## config.mk

```make
export PLATFORM = sky130hd
export DESIGN_NAME = rwsd_ram
export DESIGN_NICKNAME = d
export VERILOG_FILES = /design/src/rtl/rwsd_ram.sv
export SDC_FILE = /design/constraint.sdc
export NUM_CORES = 1
export LEC_CHECK = 0
export BUFFER_PORTS_ARGS = -buffer_cell sky130_fd_sc_hd__clkbuf_2
export CAP_MARGIN = 5
export CORE_MARGIN = 4
export CORE_UTILIZATION = 60
export CTS_CLUSTER_DIAMETER = 30
export DETAILED_ROUTE_END_ITERATION = 16
export PLACE_DENSITY = 0.75
export SETUP_SLACK_MARGIN = 0.2
export SKIP_CTS_REPAIR_TIMING = 1
export SLEW_MARGIN = 20
export SYNTH_ARGS = -nofsm -noshare
export SYNTH_HDL_FRONTEND = slang
export SYNTH_SLANG_ARGS = --single-unit
```

## constraint.sdc

```tcl
create_clock -name clk -period 2.6 [get_ports clk]
set_clock_uncertainty 0.05 [all_clocks]
set_input_delay 0.52 -clock clk [delete_from_list [all_inputs] [get_ports clk]]
set_output_delay 0.52 -clock clk [all_outputs]
set_load 0.01 [all_outputs]
```

## src/rtl/rwsd_ram.sv

```systemverilog
// generic simple dual port ram with registered read
`timescale 1ns / 1ps

module rwsd_ram #(
	parameter int WIDTH = 8,
	parameter int DEPTH = 16
) (
	input  logic                     clk,
	input  logic                     we,
	input  logic [$clog2(DEPTH)-1:0] waddr,
	input  logic [WIDTH-1:0]         wdata,
	input  logic                     re,
	input  logic [$clog2(DEPTH)-1:0] raddr,
	output logic [WIDTH-1:0]         rdata
);

	logic [WIDTH-1:0] mem_q [DEPTH];
	logic [WIDTH-1:0] rdata_q;

	always_ff @(posedge clk) begin
		if (we) begin
			mem_q[waddr] <= wdata;
		end
		if (re) begin
			rdata_q <= mem_q[raddr];
		end
	end

	assign rdata = rdata_q;

endmodule

```

==> impl_metrics.toml <==
[power_and_ir_drop]
p_int_mw = 4.22
switching_share = 0.192
p_comb_frac = 0.044
p_seq_frac = 0.476
powerDensity_mw_per_mm2 = 841
leakage_nw = 2.12
p_switching_mw = 1.00
vdd_drop_max_uv = 633
pwr-share-clk = 0.480

[layout]
syn2layout_area_growth_pct = 18.8
drive_gt1_frac = 0.314
final_cell_mix = "136 x edfxtp_1, 26 x clkbuf_2, 18 x mux4_2"
antenna_cells = 0
fillerInstances = 446
mostFrequentLayoutCell = "edfxtp_1"
stdcell_count = 401
nets = 302

[synth]
syn_inst = 229
synthTopCellsByArea = "edfxtp_1 78%, mux4_2 7.8%, mux4_1 7.0%"
ys_ff_latch = 136
syn_avg_cell_area_um2 = 22.8
synth_fp_nets = 248
synth.top_cell.area_share = 0.781
yosys.area.top_type = "edfxtp_1"
yosysSeqAreaShare = 0.781
synth_area_mm2 = 0.00523
ys_types = 18
synth_warnings = 0

[critical_path]
critical_path.startpoint_type = "input port"
crit_arrival_ns = 2.02
rrSetupSlack_ns = 0.95
cpPeakStageDelay_ns = 0.60
r2r_cells = 3
crit_fanout = 15
regToRegEndpoint = "rdata[1]"
crit_family = "multiplexers"
path_cells = "clkbuf_2, buf_12, mux4_1, a22oi_1, nand2_1"
critPathCaptureType = "register"
r2r-start = "mem_q[3][1]"
crit_type = "in -> reg"
cp.required_ns = 2.80
crit_buf_inv = 2
cp_slowest_cell = "mux4_1"

[sta]
finalCritPeriodShare = 0.698
max_slew.worst_pin.slew_ns = 0.696
fmax_ghz = 0.551
fin_crit_ns = 1.82
final-hold-violation-count = 0
slew_headroom = 0.535
setup_tns_ns = 0
setup_viol = 0
grt_setup_unrepaired = "no"
finalMaxSlewViolations = 0

[global_route]
grt_pass1_wl_um = 16000
first_global_vias = 2720
overflow = 0
grt_usage = 0.223
grt_max_degree = 26
antenna_found_initial = 0

[floorplan]
ioPinCount = 27
core_mm2 = 0.00834
die_w_um = 101
die_h_um = 101
fp.dieArea_mm2 = 0.0103
row_count = 33
start_util = 0.627

[placement]
placed_cells = 369
gp_congestion = 0.728
hpwl_um = 6140
port_buffers = 26

[min_path]
min-delay-start = "re"
hold_end = "rdata[5]"
holdPathStages = 1
hold_path.class = "in -> reg"

[clock_tree]
htree_levels = 4
clk_pin_slew_worst_paths_ns = 0.06
insertion_delay_ns = 0.51
clock_sinks = 136
cts_tree = "yes"
cts_inserted_buffers = 17
cts_buffer_depth = 2
cts-root-buf = "clkbuf_8"

[outcome]
status = "completed"

[routing]
wl_per_cell_um = 25.5
drtIter0Drc = 238
viasPerCell = 6.30
drcViolationCount = 0
dr.pass1.iters = 4
routed_wl_um = 10200
via_count = 2525
antenna_left = 0

[run]
drv_cap = 0
per-stage QoR:
stage | area [µm²] | worst slack [ns] | total power [mW] | hold slack, ns | util
2_1_floorplan | 5230 | 0.537 | 2.66 | 0.569 | -
3_3_place_gp | 5580 | 0.346 | 2.75 | 0.684 | 0.669
3_5_place_dp | 5580 | 0.321 | 2.76 | 0.691 | 0.669
4_1_cts | 6210 | 0.798 | 5.25 | 0.334 | 0.744
5_1_grt | 6210 | 0.706 | 5.39 | 0.334 | 0.744
6_report | 6210 | 0.784 | 5.22 | 0.342 | 0.744
layout make-up:
cell class                 count  area [µm²]  area share
clock buffer                  20         425      0.0685
multi-input combinational     83        1060       0.170
clock inverter                12         200      0.0322
sequential                   136        4080       0.658
timing repair buffer          45         310      0.0500
tap                          105         131      0.0212
synth_stat cells:
cell,count
a22oi_1,16
and2_1,1
and2b_1,1
buf_2,3
buf_4,1
buf_6,3
clkdlybuf4s25_2,3
edfxtp_1,136
mux4_1,14
mux4_2,18
nand2_1,9
nand2b_1,2
nand3_1,1
nand3b_1,2
nor2_1,13
nor2b_1,1
nor3_1,4
or3b_2,1
metal layers:
layer  GRT usage  up-vias  wire [µm]  share of wire
met3      0.0585       17        683          0.067
li1            -     1090          -              -
met5           0        -          0              0
met2       0.340      111       5240           0.51
met1       0.317     1307       4130           0.40
met4      0.0859        0        180          0.018
registers in the layout, summed over array words and instances (netlist names):
signal  count
mem_q     128
rdata       8
logic make-up after synthesis:
family,after synthesis,share of synthesized area
buffers and inverters,10,0.0165
and+or+nand+nor,35,0.0314
AOI/OAI and AO/OA,16,0.0230
muxes,32,0.148
DFF,136,0.781
worst max-delay path by stage:
stage | startpoint | endpoint | slack (ns) | cells after the start
2_1_floorplan | waddr[2] | mem_q[0][0] | 0.54 | 2
3_3_place_gp | raddr[0] | rdata[2] | 0.35 | 5
3_5_place_dp | raddr[0] | rdata[2] | 0.32 | 5
4_1_cts | raddr[0] | rdata[1] | 0.80 | 5
5_1_grt | raddr[0] | rdata[2] | 0.71 | 5
6_report | raddr[0] | rdata[1] | 0.78 | 5
power by group through the flow:
stage	Clock (mW)	Sequential, mW	Combinational [mW]
2_1_floorplan	0	2.53	0.125
3_3_place_gp	0	2.53	0.224
3_5_place_dp	0	2.53	0.229
4_1_cts	2.53	2.49	0.233
5_1_grt	2.65	2.49	0.250
6_report	2.51	2.49	0.230
No activity file was read; power rests on OpenSTA's default activity.
