==> src/rtl/rwsd_mul.sv <==
// bit serial shift-add multiplier, one multiplier bit per cycle
`timescale 1ns / 1ps

module rwsd_mul #(
	parameter int A_W = 8,
	parameter int B_W = 8
) (
	input  logic               clk,
	input  logic               arst_n,
	input  logic               start,
	input  logic [A_W-1:0]     a,
	input  logic [B_W-1:0]     b,
	output logic               busy,
	output logic [A_W+B_W-1:0] p
);

	localparam int CNT_W = $clog2(B_W + 1);

	logic [A_W-1:0]     a_q;
	logic [B_W-1:0]     b_q;
	logic [A_W+B_W-1:0] p_q;
	logic [CNT_W-1:0]   cnt_q;
	logic               busy_q;
	logic [A_W:0]       sum;

	// add into the upper half, then shift the whole product right
	assign sum = {1'b0, p_q[A_W+B_W-1 -: A_W]} + (b_q[0] ? {1'b0, a_q} : '0);

	always_ff @(posedge clk or negedge arst_n) begin
		if (!arst_n) begin
			busy_q <= 1'b0;
			cnt_q  <= '0;
		end else if (start) begin
			busy_q <= 1'b1;
			cnt_q  <= CNT_W'(B_W - 1);
		end else if (busy_q) begin
			if (cnt_q == '0) begin
				busy_q <= 1'b0;
			end else begin
				cnt_q <= cnt_q - 1'b1;
			end
		end
	end

	always_ff @(posedge clk) begin
		if (start) begin
			a_q <= a;
			b_q <= b;
			p_q <= '0;
		end else if (busy_q) begin
			b_q <= b_q >> 1;
			p_q <= {sum, p_q[B_W-1:1]};
		end
	end

	assign busy = busy_q;
	assign p    = p_q;

endmodule

==> config.mk <==
export PLATFORM = sky130hd
export DESIGN_NAME = rwsd_mul
export DESIGN_NICKNAME = d
export VERILOG_FILES = /design/src/rtl/rwsd_mul.sv
export SDC_FILE = /design/constraint.sdc
export NUM_CORES = 1
export LEC_CHECK = 0
export ABC_AREA = 0
export BUFFER_PORTS_ARGS = -buffer_cell sky130_fd_sc_hd__buf_2
export CAP_MARGIN = 0
export CORE_MARGIN = 2
export CORE_UTILIZATION = 51
export CTS_BUF_LIST = sky130_fd_sc_hd__clkbuf_4 sky130_fd_sc_hd__clkbuf_8
export CTS_CLUSTER_DIAMETER = 30
export CTS_CLUSTER_SIZE = 20
export DETAILED_ROUTE_END_ITERATION = 6
export GPL_ROUTABILITY_DRIVEN = 0
export PLACE_DENSITY = 0.85
export SYNTH_ARGS = -nofsm -noshare
export SYNTH_HDL_FRONTEND = slang
export SYNTH_SLANG_ARGS = --single-unit
==> constraint.sdc <==
create_clock -name clk -period 1.94 [get_ports clk]
set_input_delay 0.291 -clock clk [delete_from_list [all_inputs] [get_ports clk]]
set_output_delay 0.291 -clock clk [all_outputs]
set_load 0.01 [all_outputs]
==> results.sh <==
export IMPL_synthXorXnorAreaFrac_pct=2.52
export IMPL_setup_viol=0
export IMPL_ys_seq_elements=37
export IMPL_syn_area_per_cell_um2=11.8
export IMPL_synth_compound_area_share_pct=12.0
export IMPL_final_common_cell="buf_2"
export IMPL_finalSetupTns_ns=0
export IMPL_grt_pass1_wl_um=5380
export IMPL_crit_path_end_kind="register"
export IMPL_hold_viol=0
export IMPL_nets=219
export IMPL_slew_headroom_pct=59.4
export IMPL_dp_final_hpwl_um=2450
export IMPL_drtIter0Drc=45
export IMPL_cp_required_ns=2.20
export IMPL_fin_ws_ns=0.0140
export IMPL_worst_pin_slew_ns=0.610
export IMPL_crit_type="register to register"
export IMPL_start_util_pct=52.5
export IMPL_cts_tree="built"
export IMPL_post_place_ws_ns=-0.0457
export IMPL_start_kind="register"
export IMPL_vias=1274
export IMPL_avgViaCountPerCell=5.38
export IMPL_final_cell_mix="buf_2, edfxtp_1, dfxtp_1"
export IMPL_detail_route_antenna_nets=0
export IMPL_cp_cell_sequence="and2_4 > ha_4 > fa_2 > nand3_2 > a31oi_4 > o21a_1 > o32ai_1"
export IMPL_max_freq_mhz=519
export IMPL_post_route_period_util_pct=99.3
export IMPL_cp_arrival_ns=2.19
export IMPL_synthAdderAreaFrac_pct=7.63
export IMPL_num_antenna_cells=0
export IMPL_port_buffers=35
export IMPL_skew_ns=0.0163
export IMPL_die_w_um=62.4
export IMPL_synthMuxAreaShare_pct=11.0
export IMPL_instances_no_fill=237
export IMPL_finish_utilization_pct=64.6
export IMPL_min_period_ns=1.93
export IMPL_synth_cell_area_um2=1740
export IMPL_core_region_area_um2=3310
export IMPL_post_place_cells=228
export IMPL_root_buffer="clkbuf_4"
export IMPL_status="completed"
export IMPL_pin_count=36
export IMPL_cts_setup_buffers=0
export IMPL_final_area_um2=2140
export IMPL_grt_max_degree=22
export IMPL_power_leakage_nw=0.951
export IMPL_numCtsBuffers=5
export IMPL_synth_nets=177
export IMPL_antenna_found_initial=0
export IMPL_dpl_instance_area_um2=1980
export IMPL_synth_cell_types=38
export IMPL_cp_max_fo=8
export IMPL_yosys_area_share_simple_pct=10.9
export IMPL_drtPass1Iterations=4
export IMPL_worst_path_largest_cell_delay_ns=0.50
export IMPL_area_growth_pct=23.0
export IMPL_post_drt_wl_per_cell_um=14.6
export IMPL_grt_setup_unrepaired="true"
export IMPL_die_h_um=62.4
export IMPL_synthCells=148
export IMPL_clk_latency_ns=0.34
export IMPL_num_rows=21
export IMPL_max_cap_violations=0
export IMPL_drc=0
export IMPL_drive_gt1_share_pct=37.7
export IMPL_clk_pin_slew_ns=0.12
export IMPL_ctsHtreeMaxLevel=2
export IMPL_clock_path_buffers=2
export IMPL_cts_sinks=37
export IMPL_vdd_drop_max_mv=0.491
export IMPL_totalWireLength_um=3470
export IMPL_hold_path_class="input pin to register"
export IMPL_synth_top_family_by_area="compound AO/OA/AOI/OAI gates"
export IMPL_slowest_stage="edfxtp_1"
export IMPL_power_density_nw_per_um2=887
export IMPL_gr_usage_all_layers_pct=18.0
export IMPL_grt_overflow_total=0
export IMPL_fill_cells=264
export IMPL_synth_seq_area_share_pct=53.2
export IMPL_ys_warnings_count=0
export IMPL_first_global_vias=1222
export IMPL_slew_violations=0
export IMPL_fp_dieArea_um2=3890
## power breakdown
group          internal (mW)  switching, mW  total (mW)
Clock                  0.282          0.254       0.537
Combinational          0.203          0.207       0.410
Sequential             0.893         0.0580       0.951
## metal layers
metal | track usage (%) | part of all wire [%] | vias to the layer above
li1 | - | - | 620
met1 | 20.2 | 40 | 605
met2 | 31.3 | 53 | 34
met3 | 5.59 | 4.4 | 15
met4 | 8.61 | 3.3 | 0
met5 | 0 | 0 | -
## worst max-delay path, delay by kind of cell (launching register included)
| kind | cells | cell delay, ns |
|---|---|---|
| AND/OR/NAND/NOR | 2 | 0.31 |
| flip-flops | 1 | 0.50 |
| adder cells (fa/ha/maj) | 2 | 0.53 |
| AO/OA/AOI/OAI | 3 | 0.49 |
## cell usage after synthesis (all sizes together)
cell / number / area share [%]
ha: 9 / 6.5
nand2b: 2 / 0.72
and2: 9 / 3.2
xnor2: 5 / 2.5
mux2i: 9 / 5.2
nor2: 13 / 2.8
o211ai: 1 / 0.43
nand3: 1 / 0.29
buf: 4 / 1.2
nor3: 1 / 0.29
a41oi: 1 / 0.50
a31oi: 1 / 0.36
or3: 2 / 0.79
fa: 1 / 1.2
o32ai: 2 / 1.0
or3b: 1 / 0.65
a21o: 1 / 0.43
mux2: 9 / 5.8
inv: 6 / 1.3
o22ai: 1 / 0.36
nor3b: 1 / 0.43
a21oi: 8 / 2.9
o21a: 1 / 0.43
a211oi: 5 / 2.2
dfrtp: 5 / 7.2
a211o: 2 / 1.1
dfxtp: 16 / 18
o21ai: 5 / 1.4
clkbuf: 1 / 0.22
o21bai: 2 / 0.86
edfxtp: 16 / 28
nand2: 6 / 1.3
or2: 1 / 0.36
## stage by stage
stage | power, mW | hold slack [ns]
final | 1.90 | 0.112
after global routing | 1.98 | 0.0950
after CTS | 1.86 | 0.0957
after detailed placement | 1.32 | 0.109
after global placement | 1.29 | 0.106
after floorplan | 1.19 | -0.00459
## cell families after synthesis
family / count (synthesis)
buffers and inverters: 11
and+or+nand+nor: 37
DFF: 37
AOI/OAI and AO/OA: 30
xor gates and xnor gates: 5
muxes: 18
adders and majority gates: 10
## repair_timing
item / in CTS / in global routing
gates cloned: 0 / 0
endpoints found under the setup margin: 3 / 4
endpoints found under the hold margin: 5 / 0
pin swaps: 1 / 1
resized for setup: 4 / 13
hold buffers: 1 / 0
## worst paths after layout
check,slack [ns],endpoint,cells after the start,from
max reg2reg,0.01,p[13],7,b_q[0]
max in group asynchronous,1.55,busy,2,arst_n
min reg2reg,0.49,p[13],2,p[13]
max,0.01,p[13],7,b_q[0]
min,0.11,a_q[5],1,a[5]
min in group asynchronous,0.26,cnt_q[3],2,arst_n
## area by class of cell
cell class / count / area, µm² / share of cell area, %
Clock buffer: 6 / 45.0 / 2.11
Clock inverter: 2 / 33.8 / 1.58
Inverter: 6 / 22.5 / 1.05
Multi-Input combinational cell: 100 / 840 / 39.2
Sequential cell: 37 / 926 / 43.3
Tap cell: 46 / 57.6 / 2.69
Timing Repair Buffer: 40 / 215 / 10.1
## flip-flops by register name, summed over array words and instances, names as in the netlist
| register | count |
|---|---|
| a_q | 8 |
| p | 16 |
| cnt_q | 4 |
| b_q | 8 |
| busy | 1 |
Note: power is estimated with default switching activity, not from simulation.
