`config.mk`:
```
export PLATFORM = sky130hd
export DESIGN_NAME = rwsd_sqrt
export DESIGN_NICKNAME = d
export VERILOG_FILES = /design/src/rtl/rwsd_sqrt.sv
export SDC_FILE = /design/constraint.sdc
export NUM_CORES = 1
export LEC_CHECK = 0
export BUFFER_PORTS_ARGS = -buffer_cell sky130_fd_sc_hd__buf_2
export CORE_MARGIN = 1.5
export CORE_UTILIZATION = 55
export DETAILED_ROUTE_END_ITERATION = 10
export GPL_TIMING_DRIVEN = 0
export PLACE_DENSITY = 0.73
export SLEW_MARGIN = 20
export SYNTH_ARGS = -nofsm -noshare
export SYNTH_HDL_FRONTEND = slang
export SYNTH_SLANG_ARGS = --single-unit
```
`constraint.sdc`:
```
create_clock -name clk -period 5.7 [get_ports clk]
set_input_delay 0.285 -clock clk [delete_from_list [all_inputs] [get_ports clk]]
set_output_delay 0.285 -clock clk [all_outputs]
set_load 0.1 [all_outputs]
```
`src/rtl/rwsd_sqrt.sv`:
```
// bit serial integer square root, one root bit per cycle
`timescale 1ns / 1ps

module rwsd_sqrt #(
	parameter int R_W = 16
) (
	input  logic             clk,
	input  logic             arst_n,
	input  logic             start,
	input  logic [2*R_W-1:0] x,
	output logic             busy,
	output logic [R_W-1:0]   root
);

	localparam int CNT_W = $clog2(R_W + 1);

	logic [2*R_W-1:0] x_q;
	logic [R_W:0]     rem_q;
	logic [R_W-1:0]   root_q;
	logic [CNT_W-1:0] cnt_q;
	logic             busy_q;
	logic [R_W+2:0]   rem_sh;
	logic [R_W+2:0]   trial;
	logic             take;

	// bring down the next two radicand bits and try 4*root+1
	assign rem_sh = {rem_q, x_q[2*R_W-1 -: 2]};
	assign trial  = {1'b0, root_q, 2'b01};
	assign take   = (rem_sh >= trial);

	always_ff @(posedge clk or negedge arst_n) begin
		if (!arst_n) begin
			busy_q <= 1'b0;
			cnt_q  <= '0;
		end else if (start) begin
			busy_q <= 1'b1;
			cnt_q  <= CNT_W'(R_W - 1);
		end else if (busy_q) begin
			if (cnt_q == '0) begin
				busy_q <= 1'b0;
			end else begin
				cnt_q <= cnt_q - 1'b1;
			end
		end
	end

	always_ff @(posedge clk) begin
		if (start) begin
			x_q    <= x;
			rem_q  <= '0;
			root_q <= '0;
		end else if (busy_q) begin
			x_q    <= {x_q[2*R_W-3:0], 2'b00};
			rem_q  <= take ? (R_W+1)'(rem_sh - trial) : rem_sh[R_W:0];
			root_q <= {root_q[R_W-2:0], take};
		end
	end

	assign busy = busy_q;
	assign root = root_q;

endmodule

```
==> impl_metrics.prom <==
# TYPE chip_impl_metric gauge
chip_impl_info{name="outcome",value="completed"} 1
chip_impl_info{name="cts-root-buf",value="clkbuf_8"} 1
chip_impl_info{name="startpoint_of_the_worst_register_to_register_path",value="root[6]$_SDFFE_PP0P_"} 1
chip_impl_metric{name="cellLeakagePower",unit="nW"} 2.04
chip_impl_metric{name="avgSynthCellArea",unit="um2"} 10.2
chip_impl_metric{name="crit_path_max_fanout",unit=""} 10
chip_impl_metric{name="grt_use_total",unit=""} 0.240
chip_impl_metric{name="r2r_cells",unit=""} 9
chip_impl_metric{name="first_global_vias",unit=""} 3215
chip_impl_metric{name="synth_cell_types",unit=""} 64
chip_impl_metric{name="finalCriticalPeriod",unit="ns"} 2.72
chip_impl_metric{name="grt_max_degree",unit=""} 33
chip_impl_metric{name="cts.htree.levels",unit=""} 3
chip_impl_metric{name="routed_wire_length_per_instance",unit="um"} 16.6
chip_impl_metric{name="reg2reg_setup_slack",unit="ns"} 2.98
chip_impl_info{name="unrepaired_setup_endpoints_after_global_routing",value="no"} 1
chip_impl_metric{name="post_cts.repair.setup_buffers",unit=""} 0
chip_impl_metric{name="vias",unit=""} 3329
chip_impl_metric{name="postLayoutCoreUtil",unit=""} 0.656
chip_impl_metric{name="power_per_cell_area",unit="nW/um2"} 488
chip_impl_metric{name="vias_per_cell",unit=""} 5.79
chip_impl_metric{name="overflow",unit=""} 0
chip_impl_metric{name="synth_enable_flop_cells",unit=""} 32
chip_impl_metric{name="minimum_setup_slack_after_placement",unit="ns"} 2.99
chip_impl_info{name="timing.critical_path.mode_cell",value="a311oi_2"} 1
chip_impl_metric{name="hold-worst-slack",unit="ns"} 0.207
chip_impl_metric{name="worst_slew_margin_rel",unit=""} 0.399
chip_impl_metric{name="synth_cells",unit=""} 409
chip_impl_metric{name="critical_path_required",unit="ns"} 5.96
chip_impl_metric{name="layout_nets",unit=""} 526
chip_impl_metric{name="worst_ir_drop_vdd",unit="V"} 0.000224
chip_impl_metric{name="port_buffers",unit=""} 50
chip_impl_metric{name="numCtsBuffers",unit=""} 9
chip_impl_metric{name="worst_slack",unit="ns"} 2.98
chip_impl_metric{name="fill_cell_count",unit=""} 641
chip_impl_info{name="critical_path.reg2reg.endpoint",value="rem_q[7]$_SDFFE_PP0P_"} 1
chip_impl_metric{name="std_cell_rows",unit=""} 31
chip_impl_metric{name="fin_cells",unit=""} 575
chip_impl_metric{name="ratio_of_cells_with_drive_above_1_in_the_final_layout",unit=""} 0.269
chip_impl_metric{name="synth.yosys.seq_area_share",unit=""} 0.425
chip_impl_info{name="cp-start-kind",value="flip-flop"} 1
chip_impl_metric{name="placedCellCount",unit=""} 558
chip_impl_info{name="timing.hold.worst.class",value="in -> reg"} 1
chip_impl_info{name="end_kind",value="flip-flop"} 1
chip_impl_metric{name="worst_path_largest_cell_delay",unit="ns"} 0.38
chip_impl_info{name="worstSetupPathType",value="reg -> reg"} 1
chip_impl_info{name="crit_end",value="rem_q[7]$_SDFFE_PP0P_"} 1
chip_impl_metric{name="timing.final.hold_violations",unit=""} 0
chip_impl_metric{name="clkTransAtPathRegs",unit="ns"} 0.09
chip_impl_metric{name="finalSetupViolations",unit=""} 0
chip_impl_metric{name="clock.fmax",unit="MHz"} 367
chip_impl_metric{name="number_of_antenna_violations_at_the_first_check_in_global_routing",unit=""} 0
chip_impl_metric{name="synth_fp_nets",unit=""} 464
chip_impl_metric{name="clock_latency",unit="ns"} 0.36
chip_impl_metric{name="holdBufCountCts",unit=""} 1
chip_impl_metric{name="grt_first_pass_wirelength",unit="mm"} 15.1
chip_impl_metric{name="floorplan_die_height",unit="um"} 90.1
chip_impl_metric{name="drcViolationCount",unit=""} 0
chip_impl_metric{name="drv_slew",unit=""} 0
chip_impl_metric{name="ioPinCount",unit=""} 52
chip_impl_metric{name="yosys_warnings",unit=""} 0
chip_impl_metric{name="hpwlAfterDp",unit="mm"} 6.79
chip_impl_metric{name="drt-pass1-iter-count",unit=""} 4
chip_impl_metric{name="final.setup.tns",unit="ns"} 0
chip_impl_metric{name="clock_skew_after_layout",unit="ns"} 0.0105
chip_impl_metric{name="ctsResizeCount",unit=""} 0
chip_impl_metric{name="route.final.wire_length",unit="mm"} 9.54
chip_impl_metric{name="drv.max_cap_violation_count",unit=""} 0
chip_impl_metric{name="ant_nets_after_route",unit=""} 0
chip_impl_metric{name="drt_iter0_markers",unit=""} 209
chip_impl_info{name="ys_dominant_reg_cell",value="dfxtp_1"} 1
chip_impl_info{name="critical_path.cell_chain",value="inv_1, ha_1, a211o_1, a31o_1, or3_4, a311oi_2, buf_4, nand2_1, a311oi_2"} 1
chip_impl_info{name="setup.worst_path.start",value="root[6]$_SDFFE_PP0P_"} 1
chip_impl_metric{name="design.core.area",unit="um2"} 7290
chip_impl_info{name="cp_slowest_cell",value="ha_1"} 1
chip_impl_metric{name="die_wd",unit="um"} 90.1
chip_impl_metric{name="postSynthRegisterBits",unit=""} 71
chip_impl_metric{name="fraction_of_registers_with_async_set_or_reset_after_synthesis",unit=""} 0.0845
chip_impl_metric{name="ctsLongestPathBuffers",unit=""} 2
chip_impl_metric{name="gp_congestion",unit=""} 0.895
chip_impl_metric{name="worst_slew_pin_tran",unit="ns"} 0.901
chip_impl_metric{name="overall_die_area",unit="um2"} 8120
chip_impl_metric{name="area_growth",unit="%"} 14.6
chip_impl_metric{name="final.period_utilization",unit=""} 0.478
chip_impl_metric{name="cts.sinks",unit=""} 71
chip_impl_metric{name="insertedDiodeCount",unit=""} 0
chip_impl_metric{name="initial_core_util",unit=""} 0.572
chip_impl_metric{name="cp_data_arrival_time",unit="ns"} 2.99
chip_impl_metric{name="synth_area",unit="um2"} 4170
chip_impl_info{name="cts_tree",value="done"} 1
==> worst min-delay path by stage <==
stage	from	cells after the start	end	slack, ns
after detailed placement	arst_n	1	cnt_q[4]$_DFFE_PN0P_	0.12
after CTS	x[1]	2	x_q[1]$_SDFFCE_PN0P_	0.20
after global routing	x[1]	2	x_q[1]$_SDFFCE_PN0P_	0.20
final	x[1]	2	x_q[1]$_SDFFCE_PN0P_	0.21
after floorplan	arst_n	0	busy$_DFF_PN0_	-0.01
after global placement	arst_n	1	cnt_q[4]$_DFFE_PN0P_	0.11
==> synthesized netlist by cell type (4+ instances only) <==
library cell / number / area, um2
nor2_1: 37 / 139
nand2_1: 34 / 128
dfxtp_1: 33 / 661
edfxtp_1: 32 / 961
mux2_2: 31 / 349
inv_1: 24 / 90.1
ha_1: 20 / 250
clkbuf_1: 17 / 63.8
a21oi_1: 16 / 80.1
mux2i_1: 16 / 160
o21ai_0: 10 / 50.1
nand3_1: 9 / 45.0
a311oi_2: 8 / 120
xnor2_1: 7 / 61.3
a311oi_1: 6 / 52.6
dfrtp_1: 6 / 150
nor3b_1: 6 / 45.0
or3_1: 6 / 37.5
xor2_1: 6 / 52.6
a211oi_1: 5 / 37.5
a21o_1: 5 / 37.5
nand4_1: 5 / 31.3
nor3_1: 5 / 25.0
buf_6: 4 / 45.0
o211ai_1: 4 / 30.0
==> power breakdown <==
group / leakage (nW) / switching [W] / internal [W] / total [W]
Sequential: 0.675 / 0.0000531 / 0.000612 / 0.000665
Clock: 0.111 / 0.000214 / 0.000252 / 0.000466
Combinational: 1.26 / 0.000698 / 0.000505 / 0.00120
==> worst max-delay path: cells and delay by family (launching register included) <==
family,cells,cell delay [ns]
buffers and inverters,2,0.31
AND/OR/NAND/NOR,2,0.46
AO/OA/AOI/OAI,4,1.11
flip-flops,1,0.37
adder cells (fa/ha/maj),1,0.38
==> cell type report <==
type / instances / area, um2 / area share
multi-input combinational: 288 / 2150 / 0.449
clock buffer: 9 / 124 / 0.0259
timing repair buffer: 51 / 260 / 0.0544
clock inverter: 7 / 103 / 0.0214
buffer: 25 / 158 / 0.0330
sequential: 71 / 1770 / 0.370
inverter: 25 / 93.8 / 0.0196
tap: 99 / 124 / 0.0259
==> layout by cell type, fill, tap and decap left out, types with 9 or more instances in the layout <==
cell	netlist	final
a21oi_1	16	16
dfxtp_1	33	33
inv_1	24	24
ha_1	20	20
edfxtp_1	32	32
clkbuf_8	3	12
nor2_1	37	37
nand2_1	34	34
buf_2	0	50
o21ai_0	10	10
nand3_1	9	9
mux2_2	31	31
mux2i_1	16	16
clkbuf_1	17	17
==> metal layers <==
metal  track usage  share of wire
met5             0              0
met3        0.0584          0.048
met1         0.298           0.45
met2         0.384           0.47
met4         0.128          0.032
==> metrics by stage <==
| step | total power (W) | instance area, um2 |
|---|---|---|
| after floorplan | 0.00160 | 4170 |
| after global placement | 0.00183 | 4550 |
| after detailed placement | 0.00185 | 4550 |
| after CTS | 0.00232 | 4780 |
| after global routing | 0.00248 | 4780 |
| final | 0.00233 | 4780 |
==> sequential cells by signal (all words and copies together) (netlist names) <==
register  count
x_q          32
rem_q        17
root         16
cnt_q         5
busy          1
==> cell families (layout without fill, tap and decap cells) <==
kind of cell    after synthesis  after routing  synth area share
buf+inv                      50            117            0.0603
fa+ha+maj                    20             20            0.0600
compound gates               80             80             0.152
simple gates                128            128             0.154
xor+xnor                     13             13            0.0273
flops                        71             71             0.425
mux                          47             47             0.122
(Power assumes the default switching activity.)
