===== config.mk =====
export PLATFORM = sky130hd
export DESIGN_NAME = rwsd_div
export DESIGN_NICKNAME = d
export VERILOG_FILES = /design/src/rtl/rwsd_div.sv
export SDC_FILE = /design/constraint.sdc
export NUM_CORES = 1
export LEC_CHECK = 0
export BUFFER_PORTS_ARGS = -buffer_cell sky130_fd_sc_hd__buf_2
export CAP_MARGIN = 0
export CORE_ASPECT_RATIO = 0.7
export CORE_MARGIN = 3
export CORE_UTILIZATION = 55
export DETAILED_ROUTE_END_ITERATION = 16
export HOLD_SLACK_MARGIN = 0.02
export PLACE_DENSITY_LB_ADDON = 0.12
export REMOVE_ABC_BUFFERS = 1
export SLEW_MARGIN = 40
export SYNTH_ARGS = -nofsm -noshare
export SYNTH_HDL_FRONTEND = slang
export SYNTH_SLANG_ARGS = --single-unit

===== constraint.sdc =====
create_clock -name clk -period 2.87 [get_ports clk]
set_input_delay 0.1435 -clock clk [delete_from_list [all_inputs] [get_ports clk]]
set_output_delay 0.1435 -clock clk [all_outputs]
set_load 0.02 [all_outputs]

===== src/rtl/rwsd_div.sv =====
// bit serial restoring divider, one quotient bit per cycle
`timescale 1ns / 1ps

module rwsd_div #(
	parameter int N_W = 16,
	parameter int D_W = 8
) (
	input  logic           clk,
	input  logic           arst_n,
	input  logic           start,
	input  logic [N_W-1:0] n,
	input  logic [D_W-1:0] d,
	output logic           busy,
	output logic [N_W-1:0] q
);

	localparam int CNT_W = $clog2(N_W + 1);

	logic [N_W-1:0]   q_q;
	logic [D_W-1:0]   d_q;
	logic [D_W-1:0]   rem_q;
	logic [CNT_W-1:0] cnt_q;
	logic             busy_q;
	logic [D_W:0]     rem_sh;
	logic             take;

	// dividend bits leave the top of q_q as quotient bits enter below
	assign rem_sh = {rem_q, q_q[N_W-1]};
	assign take   = (rem_sh >= {1'b0, d_q});

	always_ff @(posedge clk or negedge arst_n) begin
		if (!arst_n) begin
			busy_q <= 1'b0;
			cnt_q  <= '0;
		end else if (start) begin
			busy_q <= 1'b1;
			cnt_q  <= CNT_W'(N_W - 1);
		end else if (busy_q) begin
			if (cnt_q == '0) begin
				busy_q <= 1'b0;
			end else begin
				cnt_q <= cnt_q - 1'b1;
			end
		end
	end

	always_ff @(posedge clk) begin
		if (start) begin
			q_q   <= n;
			d_q   <= d;
			rem_q <= '0;
		end else if (busy_q) begin
			rem_q <= take ? D_W'(rem_sh - {1'b0, d_q}) : rem_sh[D_W-1:0];
			q_q   <= {q_q[N_W-2:0], take};
		end
	end

	assign busy = busy_q;
	assign q    = q_q;

endmodule


==> impl_results.md, run 1 <==
* Min Tclk post-route at 2.17 ns
* Number of nets in the finished design at 251
* Static power due to leakage at 1.08 nW
* Average instance area after synthesis at 12.2 um^2
* CTS Sinks at 38
* Post-Route Utilization at 71.9%
* Std-Cell Rows at 17
* Final slew viol count at 0
* Core Area at 0.00332 mm^2
* WP data arrival at 2.37 ns
* Drt total wl at 4.00 mm
* Setup crit end kind: register
* Leading register cell type out of synthesis: edfxtp_1
* CTS H-Tree Depth at 2
* Part of the total power dissipated in the clock network at 21.5%
* Switching part of the total power at 33.8%
* Area growth from synthesis to layout at 19.6%
* Setup violations, final at 0
* PortBufs at 43
* Most numerous cell in the Yosys netlist: edfxtp_1
* Peak fanout along the critical path at 11
* Largest clock skew in the final design at 0.00788 ns
* Total inserted antenna cells at 0
* Number of hold violations in the final report at 0
* Largest area contributor in the synthesized netlist: edfxtp_1
* # DRC at 0
* Proportion of netlist area held by the largest area contributor at 36.1%
* Type of the most critical hold path: primary input to register
* Antenna-violating nets left at 0
* Number of vias per cell after detailed routing at 5.41
* Final Wtd Congestion at 0.792
* Worst reg2reg path depth at 7
* Clock tree from TritonCTS: done
* Worst-Skew Late Latency at 0.29 ns
* Peak supply drop at between 0.4 and 0.5 mV
* CTS buffer count at 5
* Power density over the cells at 733 mW/mm^2
* Clock Tree Root: clkbuf_8
* Worst hold margin at ~0.033 ns
* Die Y-Extent at 56.4 um
* I/O pin count at 44
* Actual slew at the worst max-slew pin at 0.683 ns
* Yosys warns at 0
* Count of routing violations after the opening detailed-route iteration at 56
* Chip Width at slightly below 80 um
* Synth top area cells: edfxtp_1 (36%), mux2_2 (9.0%), dfxtp_1 (8.0%)
* Number of global-route vias before repair at between 1000 and 1500
* Area of the mapped netlist at 0.00200 mm^2
* Routed wire length per instance at roughly 15 um
* Gate power share at 36.6%
* Tcrit/Tclk final at between 70% and 80%
* Worst-path clk slew at roughly 0.07 ns
* Net switching power at around 0.6 mW
* Pin count of the biggest net entering global routing at 36
* Setup TNS at 0 ns
* Floorplan die area at roughly 0.0044 mm^2
* Bufs on Longest Clock Path at 2
* Post-synth EDFFs at 24
* Sequential area share after synthesis at 51.7%
* Data required time of the critical path at roughly 3.1 ns
* Top cell types by occurrence after synthesis: edfxtp_1 (24), mux2_2 (16), inv_1 (15)
* Effective utilization at floorplan at about 60%
* Total congestion overflow at 0
* Category of the critical setup timing path: register to register
* Half-perimeter wire length after detailed placement at 2.90 mm
* Relative slew margins at 54.4%
* First-pass detailed-route iteration total at 4
* Internal Dissipation at 1.16 mW
* Count of mapped cells out of synthesis at 163
* Maximum clock frequency at 461 MHz
* Count of different cell masters after synthesis at 44
* Number of stages on the worst hold path at 1
* Global Route Usage Sum at between 10% and 20%
* Share of flip-flops with an asynchronous set or reset after synthesis at 15.8%
* Status: completed
* Register share of total power at a little over two fifths
* Number of register bits inferred by synthesis at 38
* Layout cell share with drive strength beyond 1 at 35.5%
* Number of vias after detailed routing at roughly 1400
* Startpoint class of the critical path: register
* Maximum Capacitance Violations at 0
* First-pass GRT wire length at 6.56 mm
* Initial antenna violation count at 0
* Unrepaired setup endpoints after global routing: no
-- cell families after synthesis --
group,count (synthesis),synth area share (%)
muxes,22,12.3
xor gates and xnor gates,8,3.51
DFF,38,51.7
and+or+nand+nor,39,9.84
adders and majority gates,11,7.27
buffers and inverters,20,4.26
AOI/OAI and AO/OA,25,11.2
-- through the flow --
stage | setup WS (ns) | power (mW) | area, um^2 | instances
after floorplan | 0.887 | 1.20 | 1970 | 158
after global placement | 0.808 | 1.34 | 2240 | 248
after detailed placement | 0.717 | 1.37 | 2240 | 248
after CTS | 0.692 | 1.75 | 2350 | 257
after global routing | 0.555 | 1.86 | 2390 | 261
final | 0.703 | 1.75 | 2390 | 261
-- layout make-up --
| cell class | count | area, um^2 |
|---|---|---|
| Tap cell | 47 | 58.8 |
| Clock inverter | 2 | 12.5 |
| Inverter | 15 | 56.3 |
| Timing Repair Buffer | 48 | 265 |
| Sequential cell | 38 | 1030 |
| Clock buffer | 6 | 82.6 |
| Multi-Input combinational cell | 105 | 880 |
| Fill cell | 256 | 932 |
-- critical path: stages, from the launching register on --
cell,delay (ns)
edfxtp_1,0.33
inv_1,0.04
ha_1,0.37
and3_1,0.23
nand3_1,0.10
o21ai_2,0.46
mux2_4,0.35
a211oi_2,0.20
-- routing by layer --
| metal | vias to the layer above | GRT usage, % | routed length [um] |
|---|---|---|---|
| met2 | 48 | 30.7 | 1970 |
| met1 | 669 | 25.1 | 1710 |
| li1 | 690 | - | - |
| met5 | - | 0 | 0 |
| met4 | 0 | 6.73 | 51 |
| met3 | 6 | 6.25 | 270 |
-- worst paths after layout --
kind                                       start               endpoint  slack, ns
max                             d_q[5]$_DFFE_PP_  rem_q[0]$_SDFFE_PP0P_       0.70
min                                         d[3]       d_q[3]$_DFFE_PP_       0.03
max reg2reg                     d_q[5]$_DFFE_PP_  rem_q[0]$_SDFFE_PP0P_       0.70
min reg2reg                rem_q[3]$_SDFFE_PP0P_  rem_q[3]$_SDFFE_PP0P_       0.50
max in group asynchronous                 arst_n   cnt_q[3]$_DFFE_PN0P_       2.52
min in group asynchronous                 arst_n   cnt_q[0]$_DFFE_PN0P_       0.21
-- cell usage in the layout (no fill, tap or decap), types with 2 or more instances in the layout --
master and instances:
xor2_1 3, or2_2 3, o21ai_0 4, buf_2 43, a31oi_1 2, nand2_1 8
clkbuf_8 6, nor2b_1 3, edfxtp_1 24, nand2b_1 6, inv_1 15, nor2_1 11
dfxtp_1 8, nor3_1 2, a211oi_1 2, mux2_2 16, a21o_1 3, dfrtp_1 6
xnor2_1 5, ha_1 10, mux2i_1 5, dlygate4sd3_1 5
-- power by group through the flow --
stage / logic (mW) / clock network, mW / registers, mW
global route: 0.699 / 0.413 / 0.744
global placement: 0.604 / 0 / 0.738
finish: 0.640 / 0.376 / 0.732
detailed placement: 0.626 / 0 / 0.741
floorplan: 0.435 / 0 / 0.769
CTS: 0.633 / 0.383 / 0.732
-- flip-flops by register name, summed over array words and instances, names as in the netlist --
| register | count |
|---|---|
| busy | 1 |
| cnt_q | 5 |
| d_q | 8 |
| q | 16 |
| rem_q | 8 |
-- timing repair --
action                                 in CTS  in global routing
endpoints found under the hold margin       6                  4
hold buffers                                1                  4
resized for setup                           0                  0
setup buffers                               0                  0
Power figures use the tool's default switching activity.
==> inputs of run 2 (changes only) <==
CORE_UTILIZATION = 48   (was 55)
clock period = 1.8 ns   (was 2.87 ns; I/O delays follow)
==> run 2 against run 1 <==
The flow now finishes with violations (setup timing). Utilization rose by 2.6 points. Total power is 96% higher. Combinational power grew to 2.6 times the previous value. Critical path depth did not move. Cell count grew 12%. Wire length rose by 19%. Register-to-register slack got worse by 0.83 ns. Final area increased by 17%. Non-clock buffer count increased by 29. Via count up 7.5%. Die area grew 13%. Largest power group is now combinational logic. Highest routed layer unchanged.
==> impl_results.md, run 2 (same netlist as run 1, synthesis figures left out) <==
* Number of nets in the finished design at 280
* Maximum clock frequency at 520 MHz
* Count of routing violations after the opening detailed-route iteration at 56
* Worst hold margin at 0.0899 ns
* Peak fanout along the critical path at 5
* Setup violations, final at 9
* Type of the most critical hold path: primary input to register
* Global Route Usage Sum at 20.1%
* Worst-path clk slew at around 0.070 ns
* Std-Cell Rows at 18
* Most used cells in the layout excluding fill and tap cells: buf_2 (43), edfxtp_1 (24), buf_4 (23)
* Number of vias after detailed routing at 1519
* Static power due to leakage at 1.21 nW
* # DRC at 0
* Startpoint class of the critical path: register
* Floorplan die area at roughly 0.005 mm^2
* Overall Power at 3.43 mW
* Pin count of the biggest net entering global routing at 31
* Routed wire length per instance at ~16 um
* First-pass detailed-route iteration total at 4
* Bufs on Longest Clock Path at 2
* Status: finished with violations
* Actual slew at the worst max-slew pin at 0.581 ns
* I/O pin count at 44
* Startpoint of the most critical setup path: d_q[6]$_DFFE_PP_
* Min Tclk post-route at 1.92 ns
* Chip Width at 83.1 um
* Violated checks: setup timing
* Relative slew margins at 61.2%
* Unrepaired setup endpoints after global routing: yes
* Half-perimeter wire length after detailed placement at 3.18 mm
* Worst reg2reg path depth at 7
* Setup ws final at -0.125 ns
* Post-placement cell area at approximately 0.0024 mm^2
* Number of global-route vias before repair at 1599
* Final Wtd Congestion at 0.893
* WP data arrival at ~2.2 ns
* Slowest cell on crit path: edfxtp_1
* Setup crit end kind: register
* Max reg flops at 16
* Capturing element of the worst setup path: rem_q[0]$_SDFFE_PP0P_
* Layout cell share with drive strength beyond 1 at between 40% and 50%
* Effective utilization at floorplan at 53.1%
* Clock Tree Root: clkbuf_8
* CTS buffer count at 5
* Largest clock skew in the final design at 0.00967 ns
* Post-route cell area at 0.00280 mm^2
* Clock tree from TritonCTS: done
* Tcrit/Tclk final at 107%
* Flop-to-flop setup slack at -0.12 ns
* Number of vias per cell after detailed routing at roughly 5.2
* Number of hold violations in the final report at 0
* Die Y-Extent at approximately 60 um
* Cell-by-cell listing of the critical path: inv_2, ha_4, a21o_1, a221oi_4, o21ai_4, mux2_4, a211oi_2
* Category of the critical setup timing path: register to register
* Worst-Skew Late Latency at 0.30 ns
* Area growth from synthesis to layout at 40.4%
* CTS Sinks at 38
* Peak supply drop at between 1 and 1.5 mV
* Drt total wl at approximately 4.7 mm
* Core Area at 0.00376 mm^2
* Maximum Capacitance Violations at 0
* Power density over the cells at 1230 mW/mm^2
* PortBufs at 43
* First-pass GRT wire length at 7.72 mm
* Worst path max stage delay at 0.37 ns
* Total inserted antenna cells at 0
* Startpoint of the worst-slack reg-to-reg timing path: d_q[6]$_DFFE_PP_
* Antenna-violating nets left at 0
* Capture point of the worst reg-to-reg path: rem_q[0]$_SDFFE_PP0P_
* Total congestion overflow at 0
* CTS H-Tree Depth at 2
* Data required time of the critical path at 2.02 ns
* Final slew viol count at 0
* Leading cell type in the layout, fill and taps excluded: buf_2
* Initial antenna violation count at 0
run 2: cell type report:
class	count	area [um^2]
Multi-Input combinational cell	105	1070
Sequential cell	38	1030
Fill cell	267	960
Timing Repair Buffer	77	500
Clock buffer	8	80.1
Tap cell	50	62.6
Inverter	15	56.3
run 2: critical path: cells and delay by family (launching register included):
kind	cells	cell delay (ns)
adders and majority gates	1	0.20
buffers and inverters	1	0.08
AOI/OAI and AO/OA	4	0.88
muxes	1	0.32
DFF	1	0.37
run 2: per-stage QoR:
step | setup slack, ns | utilization [%] | TNS, ns | std cells
floorplan | -0.183 | - | -0.411 | 158
global placement | -0.199 | 63.5 | -1.25 | 270
detailed placement | -0.187 | 63.5 | -1.22 | 270
CTS | -0.124 | 70.3 | -0.647 | 290
global route | -0.216 | 74.5 | -1.18 | 293
finish | -0.125 | 74.5 | -0.569 | 293
run 2: per-layer routing:
| metal | GRT usage, % | part of all wire, % | up-vias |
|---|---|---|---|
| li1 | - | - | 738 |
| met1 | 25.5 | 45 | 735 |
| met2 | 34.9 | 49 | 38 |
| met3 | 4.68 | 5.2 | 8 |
| met4 | 6.53 | 1.1 | 0 |
| met5 | 0 | 0 | - |
run 2: how the worst min path moves through the flow:
stage	startpoint	end	slack, ns	cells past startpoint
after floorplan	arst_n	busy$_DFF_PN0_	-0.21	0
after global placement	arst_n	cnt_q[0]$_DFFE_PN0P_	-0.08	1
after detailed placement	arst_n	cnt_q[0]$_DFFE_PN0P_	-0.08	1
after CTS	n[7]	q[7]$_DFFE_PP_	0.09	2
after global routing	n[3]	q[3]$_DFFE_PP_	0.07	2
final	n[7]	q[7]$_DFFE_PP_	0.09	2
run 2: repair_timing:
action                     in CTS  in global routing
setup buffers                   3                  3
hold buffers                    9                  0
hold endpoints to repair       14                  0
pin swaps                       9                  9
setup endpoints to repair       9                 11
gates resized for setup        16                 20
run 2: where the power goes:
| group | total (mW) | switching (mW) | internal (mW) | leakage, nW |
|---|---|---|---|---|
| combinational | 1.67 | 0.805 | 0.862 | 0.796 |
| clock | 0.578 | 0.303 | 0.275 | 0.0395 |
| sequential | 1.19 | 0.110 | 1.08 | 0.376 |
| total | 3.43 | 1.22 | 2.21 | 1.21 |
